==> src/rtl/spq_pkg.sv <==
// Shared types and constants for the sorted priority queue.
// No dependencies; every other file imports this package.
package spq_pkg;

  localparam int CAPACITY = 16;
  localparam int CNT_W    = $clog2(CAPACITY + 1);

  localparam int VAL_W  = 32;
  localparam int PRIO_W = 11;
  localparam int ACT_W  = 2;
  localparam int STAT_W = 2;

  localparam logic signed [PRIO_W-1:0] PRIO_CEIL = 11'sd999;

  // action codes
  localparam logic [ACT_W-1:0] ACT_PLAIN = 2'd0;
  localparam logic [ACT_W-1:0] ACT_PRIO  = 2'd1;
  localparam logic [ACT_W-1:0] ACT_DEQ   = 2'd2;

  // status codes
  localparam logic [STAT_W-1:0] ST_OK    = 2'd0;
  localparam logic [STAT_W-1:0] ST_FULL  = 2'd1;
  localparam logic [STAT_W-1:0] ST_EMPTY = 2'd2;

  typedef enum logic [1:0] {
    CELL_HOLD,
    CELL_INSERT,
    CELL_REMOVE
  } cell_op_t;

  typedef struct packed {
    logic signed [VAL_W-1:0]  value;
    logic signed [PRIO_W-1:0] prio;
  } spq_slot_t;

  // broadcast to every cell
  typedef struct packed {
    cell_op_t  op;
    logic      plain;
    spq_slot_t item;
  } spq_cmd_t;

endpackage

==> src/rtl/spq_if.sv <==
// Valid/ready channel interfaces for the sorted priority queue.
// Depends on spq_pkg for field widths.
interface spq_in_if import spq_pkg::*; ();
  logic                     valid;
  logic                     ready;
  logic [ACT_W-1:0]         action;
  logic signed [VAL_W-1:0]  value;
  logic signed [PRIO_W-1:0] prio;

  modport source (output valid, action, value, prio, input ready);
  modport sink   (input valid, action, value, prio, output ready);
endinterface

interface spq_out_if import spq_pkg::*; ();
  logic                    valid;
  logic                    ready;
  logic [STAT_W-1:0]       status;
  logic signed [VAL_W-1:0] out_value;
  logic [CNT_W-1:0]        occupancy;

  modport source (output valid, status, out_value, occupancy, input ready);
  modport sink   (input valid, status, out_value, occupancy, output ready);
endinterface

==> src/rtl/sorted_priority_queue.sv <==
// Sorted priority queue: a row of spq_cell slots kept in ascending priority.
// Depends on spq_pkg, spq_in_if / spq_out_if and spq_cell.
//
// Usage:
//   in_ch  carries one operation word: action (plain enqueue, priority
//          enqueue, dequeue), value and prio. A word is taken when valid and
//          ready are both high at a rising edge of clk.
//   out_ch returns exactly one word per operation: status (ok, full, empty),
//          out_value (dequeued value, else zero) and occupancy after it.
//   Latency: the result is valid on the cycle after the operation is taken.
//   Throughput: one operation per cycle if not stalled. Every slot compares
//   its priority with the new one at once and the insert point ripples along
//   the CAPACITY cells, so that chain sets the clock period, not the rate.
//   Stall: the result sits in an output register; in_ch.ready stays high
//   while that register is empty or being drained, so a stalled receiver
//   holds the input back after one pending word.
//   Reset (rst_n low, synchronous): the queue is emptied and the pending
//   result dropped; slot contents are not cleared and are never read
//   beyond the current occupancy.
module sorted_priority_queue import spq_pkg::*; (
  input  logic      clk,
  input  logic      rst_n,
  spq_in_if.sink    in_ch,
  spq_out_if.source out_ch
);

  logic [CNT_W-1:0]        count_r, count_nxt;
  logic                    out_valid_r;
  logic [STAT_W-1:0]       status_r, status_nxt;
  logic signed [VAL_W-1:0] value_r, value_nxt;

  logic                     accept;
  logic                     full, empty;
  logic signed [PRIO_W-1:0] prio_clamped;
  spq_cmd_t                 cmd;

  spq_slot_t            slots [CAPACITY];
  logic [CAPACITY:0]    after_chain;
  logic [CAPACITY-1:0]  occupied;

  assign in_ch.ready = ~out_valid_r | out_ch.ready;
  assign accept      = in_ch.valid & in_ch.ready;
  assign full        = count_r == CNT_W'(CAPACITY);
  assign empty       = count_r == '0;

  assign prio_clamped = (in_ch.prio > PRIO_CEIL) ? PRIO_CEIL : in_ch.prio;

  always_comb begin
    cmd.op         = CELL_HOLD;
    cmd.plain      = in_ch.action == ACT_PLAIN;
    cmd.item.value = in_ch.value;
    cmd.item.prio  = cmd.plain ? PRIO_CEIL : prio_clamped;
    count_nxt      = count_r;
    status_nxt     = ST_OK;
    value_nxt      = '0;
    case (in_ch.action)
      ACT_PLAIN, ACT_PRIO: begin
        if (full) begin
          status_nxt = ST_FULL;
        end else begin
          cmd.op    = accept ? CELL_INSERT : CELL_HOLD;
          count_nxt = count_r + 1'b1;
        end
      end
      ACT_DEQ: begin
        if (empty) begin
          status_nxt = ST_EMPTY;
        end else begin
          cmd.op    = accept ? CELL_REMOVE : CELL_HOLD;
          value_nxt = slots[0].value;
          count_nxt = count_r - 1'b1;
        end
      end
      default: ;
    endcase
  end

  assign after_chain[0] = 1'b0;

  for (genvar i = 0; i < CAPACITY; i++) begin : g_cell
    spq_slot_t left_slot, right_slot;

    assign occupied[i] = count_r > CNT_W'(i);
    assign left_slot   = (i == 0) ? cmd.item : slots[(i == 0) ? 0 : i - 1];
    assign right_slot  = (i == CAPACITY - 1) ? slots[i]
                                             : slots[(i == CAPACITY - 1) ? i : i + 1];

    spq_cell u_cell (
      .clk        (clk),
      .head       (i == 0),
      .occupied   (occupied[i]),
      .cmd        (cmd),
      .after_in   (after_chain[i]),
      .left_slot  (left_slot),
      .right_slot (right_slot),
      .after_out  (after_chain[i+1]),
      .slot       (slots[i])
    );
  end

  always_ff @(posedge clk) begin
    if (!rst_n) begin
      count_r     <= '0;
      out_valid_r <= 1'b0;
    end else begin
      if (accept) begin
        count_r     <= count_nxt;
        out_valid_r <= 1'b1;
      end else if (out_ch.ready) begin
        out_valid_r <= 1'b0;
      end
    end
  end

  // result word payload, loaded on acceptance
  always_ff @(posedge clk) begin
    if (accept) begin
      status_r <= status_nxt;
      value_r  <= value_nxt;
    end
  end

  assign out_ch.valid     = out_valid_r;
  assign out_ch.status    = status_r;
  assign out_ch.out_value = value_r;
  assign out_ch.occupancy = count_r;

`ifndef SYNTHESIS
  a_count_bound: assert property (@(posedge clk) disable iff (!rst_n)
    count_r <= CNT_W'(CAPACITY))
    else $error("occupancy above capacity");

  a_deq_drops: assert property (@(posedge clk) disable iff (!rst_n)
    accept && in_ch.action == ACT_DEQ && !empty |=> count_r == $past(count_r) - 1'b1)
    else $error("dequeue did not drop occupancy");

  a_full_reject: assert property (@(posedge clk) disable iff (!rst_n)
    accept && (in_ch.action == ACT_PLAIN || in_ch.action == ACT_PRIO) && full
    |=> status_r == ST_FULL && count_r == $past(count_r))
    else $error("enqueue into full queue not rejected");

  a_empty_zero: assert property (@(posedge clk) disable iff (!rst_n)
    out_valid_r && status_r == ST_EMPTY |-> value_r == '0 && count_r == '0)
    else $error("empty dequeue returned data");
`endif

endmodule

==> src/rtl/spq_cell.sv <==
// One slot of the sorted chain: holds a value and its priority.
// Depends on spq_pkg; instantiated in a row by sorted_priority_queue.
module spq_cell import spq_pkg::*; (
  input  logic      clk,
  input  logic      head,       // tied high on slot 0 only
  input  logic      occupied,
  input  spq_cmd_t  cmd,
  input  logic      after_in,   // insert point lies left of this slot
  input  spq_slot_t left_slot,
  input  spq_slot_t right_slot,
  output logic      after_out,  // insert point lies at or left of this slot
  output spq_slot_t slot
);

  spq_slot_t slot_r;
  spq_slot_t slot_nxt;
  logic      stop;

  // head is displaced only by a strictly lower priority; elsewhere ties go first
  always_comb begin
    if (cmd.plain) begin
      stop = 1'b0;
    end else if (head) begin
      stop = cmd.item.prio < slot_r.prio;
    end else begin
      stop = slot_r.prio >= cmd.item.prio;
    end
  end

  assign after_out = after_in | ~occupied | stop;

  always_comb begin
    slot_nxt = slot_r;
    case (cmd.op)
      CELL_INSERT: begin
        if (after_in) begin
          slot_nxt = left_slot;
        end else if (after_out) begin
          slot_nxt = cmd.item;
        end
      end
      CELL_REMOVE: slot_nxt = right_slot;
      default:     slot_nxt = slot_r;
    endcase
  end

  always_ff @(posedge clk) begin
    slot_r <= slot_nxt;
  end

  assign slot = slot_r;

endmodule
==> src/flat_wrapper.sv <==
// flat-port wrapper written by rule: the top's interface ports become plain ports
module sorted_priority_queue_flat import spq_pkg::*;
  (clk, rst_n, in_ch_valid, in_ch_action, in_ch_value, in_ch_prio, in_ch_ready, out_ch_valid, out_ch_status, out_ch_out_value, out_ch_occupancy, out_ch_ready);
  spq_in_if in_ch_i ();
  spq_out_if out_ch_i ();
  input  logic clk;
  input  logic rst_n;
  input wire logic [$bits(in_ch_i.valid)-1:0] in_ch_valid;
  input wire logic [$bits(in_ch_i.action)-1:0] in_ch_action;
  input wire logic [$bits(in_ch_i.value)-1:0] in_ch_value;
  input wire logic [$bits(in_ch_i.prio)-1:0] in_ch_prio;
  output wire logic [$bits(in_ch_i.ready)-1:0] in_ch_ready;
  output wire logic [$bits(out_ch_i.valid)-1:0] out_ch_valid;
  output wire logic [$bits(out_ch_i.status)-1:0] out_ch_status;
  output wire logic [$bits(out_ch_i.out_value)-1:0] out_ch_out_value;
  output wire logic [$bits(out_ch_i.occupancy)-1:0] out_ch_occupancy;
  input wire logic [$bits(out_ch_i.ready)-1:0] out_ch_ready;
  assign in_ch_i.valid = in_ch_valid;
  assign in_ch_i.action = in_ch_action;
  assign in_ch_i.value = in_ch_value;
  assign in_ch_i.prio = in_ch_prio;
  assign in_ch_ready = in_ch_i.ready;
  assign out_ch_valid = out_ch_i.valid;
  assign out_ch_status = out_ch_i.status;
  assign out_ch_out_value = out_ch_i.out_value;
  assign out_ch_occupancy = out_ch_i.occupancy;
  assign out_ch_i.ready = out_ch_ready;
  sorted_priority_queue u_core (.clk(clk), .rst_n(rst_n), .in_ch(in_ch_i), .out_ch(out_ch_i));
endmodule
==> config.mk <==
export PLATFORM = sky130hd
export DESIGN_NAME = sorted_priority_queue_flat
export DESIGN_NICKNAME = d
export VERILOG_FILES = /design/src/rtl/spq_pkg.sv /design/src/rtl/spq_if.sv /design/src/rtl/sorted_priority_queue.sv /design/src/rtl/spq_cell.sv /design/src/flat_wrapper.sv
export SDC_FILE = /design/constraint.sdc
export NUM_CORES = 2
export LEC_CHECK = 0
export ABC_AREA = 1
export BUFFER_PORTS_ARGS = -buffer_cell sky130_fd_sc_hd__buf_2
export CAP_MARGIN = 20
export CORE_ASPECT_RATIO = 0.9
export CORE_MARGIN = 3
export CORE_UTILIZATION = 40
export DETAILED_ROUTE_END_ITERATION = 16
export GPL_ROUTABILITY_DRIVEN = 0
export PLACE_DENSITY = 0.59
export SETUP_SLACK_MARGIN = 0.4
export SYNTH_ARGS = -nofsm -noshare
export SYNTH_HDL_FRONTEND = slang
export SYNTH_HIERARCHICAL = 1
export SYNTH_SLANG_ARGS = --single-unit
==> constraint.sdc <==
create_clock -name clk -period 22.3 [get_ports clk]
set_input_delay 2.23 -clock clk [delete_from_list [all_inputs] [get_ports clk]]
set_output_delay 2.23 -clock clk [all_outputs]
set_load 0.01 [all_outputs]
Word level (Yosys, flattened, before mapping)
Cells that the tools add are included.
Word-level totals
  ROM bits: 0
  output and inout bits: 41
  memories kept: 0
  logic and storage cells: 246
  RAM bits: 0
  input bits: 49
  bits in latches: 0
  flip-flop bits (word level): 728
Cells by class
  bitwise logic cells: 51
  equality and inequality tests: 22
  divide/modulo/power cells: 0
  mux-type cells: 77
  reduce and logical (&&, ||, !) cells: 25
  $lt $le $gt $ge: 33
  add/subtract/negate cells: 2
  multiply operators: 0
  shifts and indexed selects: 0
Operators by type and width (count)
  two-way mux 43 bit: 31
  one-hot mux 43 bit (2 select lines): 15
  greater-or-equal comparator 11 bit: 15
  != test 3 bit (second input constant): 14
  greater-than comparator 5 x 4 -> 1 bit (second input constant): 8
  bitwise OR 1 bit: 32
  AND reduction 2 bit: 16
  two-way mux 11 bit: 2
  greater-than comparator 5 x 3 -> 1 bit (second input constant): 4
  two-way mux 1 bit: 20
  inverter 1 bit: 18
  greater-than comparator 11 bit (second input constant): 1
  < comparator 11 bit: 1
  greater-than comparator 5 x 1 -> 1 bit (second input constant): 2
  greater-than comparator 5 x 2 -> 1 bit (second input constant): 2
  two-way mux 5 bit: 2
  one-hot mux 5 bit (2 select lines): 1
  two-way mux 2 bit: 4
  one-hot mux 2 bit (2 select lines): 2
  nonzero test 2 bit: 4
  != test 2 bit (second input constant): 3
  adder 5 x 1 -> 5 bit (second input constant): 1
  equality test 5 bit (second input constant): 1
  zero test 5 bit: 1
  7 further kinds: 10

Longest topological paths before layout
  depth after elaboration: 38
  gate-level depth with buffers: 65
  gate-level depth less buffers: 50

Hierarchy
The synthesis kept the hierarchy.
By module, submodules not included
  spq_cell: sequential area each 1291.2 um^2, times used 16, cells an instance 298, area an instance 2506.2 um^2
  sorted_priority_queue: sequential area each 1141.1 um^2, times used 1, cells an instance 245, area an instance 2079.5 um^2

Worst setup path before layout
OpenSTA, ideal clock, no wires.
  path kind: input to register
  from: input in_ch_action[1]
  to: register u_core.g_cell[15].u_cell.slot_r, in the netlist u_core/g_cell[15].u_cell/slot[0] (enable)
  setup time: 0.550 ns
  arrival time: 10.670 ns
  slack: 11.080 ns
  data required time: 21.750 ns
  stages on the path: 60
  path through: nor2_1 > clkbuf_1 > nor2_1 > inv_1 > ha_1 > nand2_2 > nor2_2 > and2_4 > nand4_2 > nor2_1 > nor2_1 > nand2_1 > nand2_2 > buf_2 > nor2_1 > nand2_2 > buf_2 > nor2_1 > [24 not listed] > nand2_2 > buf_2 > nor2_1 > nand2_2 > buf_2 > nor2_1 > nand2_2 > buf_2 > nor2_1 > nand2_2 > buf_2 > nor2_1 > nand2_2 > buf_2 > nor2_1 > nand2_2 > nand2_1 > nand2_1
RTL lines
  start, declared: line flat_wrapper.sv:9  | input wire logic [$bits(in_ch_i.action)-1:0] in_ch_action;
  end signal, assigned: line spq_cell.sv:48  | slot_r <= slot_nxt;
  end, declared: line spq_cell.sv:15  | spq_slot_t slot_r;

==> flow_metrics.env <==
export IMPL_arrival_ns=15.45
export IMPL_portBuffers=89
export IMPL_maxSlewViolCount=0
export IMPL_synth_most_common_cell="nand2_1"
export IMPL_drt_iter0_drc=3839
export IMPL_hold_class="reg2reg"
export IMPL_yosys_area_top_type_share_pct=51.4
export IMPL_grt_pass1_vias=31600
export IMPL_grt_pass1_wl_mm=192
export IMPL_avgSynthCellArea_um2=8.41
export IMPL_area_growth_pct=9.71
export IMPL_leakage_uw=0.0194
export IMPL_worstPathMaxFanout=46
export IMPL_finalWirelength_mm=124
export IMPL_worstPathRequired_ns=22.61
export IMPL_drive_gt1_share_pct=9.29
export IMPL_dp_hpwl_mm=82.0
export IMPL_core_area_um2=104000
export IMPL_fin_crit_sh_pct=67.9
export IMPL_dp_slack_ns=6.46
export IMPL_cts_tree="yes"
export IMPL_tns_ns=0
export IMPL_maxSlewHeadroom_pct=29.3
export IMPL_cp_end_kind="register"
export IMPL_die_h_um=314
export IMPL_synth_area_leaders="edfxtp_1, nand2_1, a31oi_1"
export IMPL_synth_distinct_cells=34
export IMPL_cts_clk_slew_worst_paths_ns=0.06
export IMPL_clkSinkCount=728
export IMPL_utilization_pct=44.4
export IMPL_cpMostUsedCell="buf_4"
export IMPL_status="complete, no violations"
export IMPL_critPathLaunchType="input port"
export IMPL_max_freq_mhz=66.0
export IMPL_ys_top_cells_by_count="nand2_1, nor2_1, edfxtp_1"
export IMPL_clock_skew_ns=0.0226
export IMPL_layout_min_cycle_time_ns=15.14
export IMPL_yosysWarnings=6
export IMPL_postCtsResizedCells=0
export IMPL_first_pass_iters=6
export IMPL_max_stage_delay_ns=0.57
export IMPL_rsz0062_at_grt="no"
export IMPL_worst_pin_slew_ns=1.06
export IMPL_synth_ff_type="edfxtp_1"
export IMPL_gr_total_overflow=0
export IMPL_critPathSlowestCell="nand2_2"
export IMPL_antenna_found_initial=1
export IMPL_cts_max_level=3
export IMPL_reg2reg_setup_slack_ns=9.66
export IMPL_hold_viol=0
export IMPL_grt_max_degree=88
export IMPL_nNetsFinal=5196
export IMPL_ir_drop_mv=0.0669
export IMPL_via_count=34900
export IMPL_root_buffer="clkbuf_16"
export IMPL_regArea_um2=21800
export IMPL_die_w_um=348
export IMPL_ant_nets=0
export IMPL_yosys_area_top_type="edfxtp_1"
export IMPL_post_drt_via_cell_ratio=5.46
export IMPL_die_area_um2=109000
export IMPL_ys_seq_area_share_pct=51.7
export IMPL_synthesis_area_um2=42200
export IMPL_fillers=10200
export IMPL_syn_inst=5013
export IMPL_cts_buffers=83
export IMPL_diodes=0
export IMPL_path_buf_inv=20
export IMPL_drv_cap=0
export IMPL_postCtsHoldBufs=0
export IMPL_hold_slack_ns=0.546
export IMPL_drc=0
export IMPL_post_route_worst_setup_slack_ns=7.16
export IMPL_synth_edf_count=722
export IMPL_synth_async_reset_ratio_pct=0
export IMPL_clk_path_buf_depth=3
export IMPL_track_usage_pct=22.1
export IMPL_wire_per_inst_um=19.4
export IMPL_finalSetupViolations=0
export IMPL_multi_input_comb_area_um2=18000
export IMPL_worst_skew_pair_late_latency_ns=0.66
export IMPL_cts_setup_buffers=0
export IMPL_ys_seq_elements=728
export IMPL_rows=112
export IMPL_pin_count=90
export IMPL_cp_top_family="buffers and inverters"
export IMPL_critPathKind="in2reg"
export IMPL_p_per_area_nw_per_um2=77.9
export IMPL_initial_utilization_pct=40.5
## where the power goes
part	switching [uW]	internal, uW	total (uW)	leakage (uW)
logic	350	175	525	0.0113
clock network	587	728	1310	0.00122
registers	85.9	1680	1770	0.00681
total	1020	2580	3610	0.0194
## tightest hold or removal path: stages, from the launching register on
cell     delay [ns]
dfxtp_1        0.34
nand2_1        0.10
a21oi_1        0.06
## registers in the layout, indices dropped and copies added (netlist names)
| register | flops |
|---|---|
| u_core/out_ch.out_value | 32 |
| u_core/g_cell.u_cell/slot | 688 |
| u_core/out_ch.status | 2 |
| u_core/out_ch.occupancy | 5 |
| u_core/out_ch.valid | 1 |
## per-stage QoR
stage | power [uW] | cell area, um2 | instances
finish | 3610 | 46300 | 6396
global route | 3760 | 46300 | 6396
CTS | 3630 | 46200 | 6394
detailed placement | 2310 | 43700 | 6247
global placement | 2290 | 43700 | 6246
floorplan | 2120 | 42200 | 5028
## placed cells by master, fill, tap and decap left out, types with 18 or more instances in the layout
cell	n
nand2_1	1630
a31oi_1	688
buf_2	89
ha_1	181
nand3_1	24
inv_2	34
edfxtp_1	722
inv_1	324
a21oi_1	52
nand2_2	82
nor2_2	18
clkbuf_16	84
buf_4	55
clkbuf_1	26
nor2_1	832
## path summary, 6_finish.rpt
path	cells after the start	endpoint	from
max	62	u_core/g_cell[14].u_cell/slot[33]$_DFFE_PP_	in_ch_action[1]
min	2	u_core/out_ch.valid$_SDFFE_PN0P_	u_core/out_ch.valid$_SDFFE_PN0P_
max reg2reg	56	u_core/g_cell[14].u_cell/slot[33]$_DFFE_PP_	u_core/g_cell[0].u_cell/slot[10]$_DFFE_PP_
min reg2reg	2	u_core/out_ch.valid$_SDFFE_PN0P_	u_core/out_ch.valid$_SDFFE_PN0P_
## layout make-up
type | count | share of cell area, %
inverters | 359 | 2.91
well taps | 1368 | 3.70
clock buffers | 112 | 4.81
clock inverters | 35 | 0.638
repair buffers | 147 | 1.98
multi-input cells | 3647 | 38.8
flip-flops and latches | 728 | 47.1
## logic make-up after synthesis
logic type / count (synthesis) / share of synthesized area [%]
flops: 728 / 51.7
xor+xnor: 1 / 0.0208
simple gates: 2664 / 25.2
compound gates: 784 / 11.6
fa+ha+maj: 181 / 5.37
buf+inv: 653 / 6.13
other cells: 2 / 0.0178
## per-layer routing
layer	part of all wire, %	global-route usage [%]
met4	1.7	4.45
met1	50	35.4
met3	7.9	3.67
met2	41	30.9
met5	0	0
No activity file was read; power rests on OpenSTA's default activity.
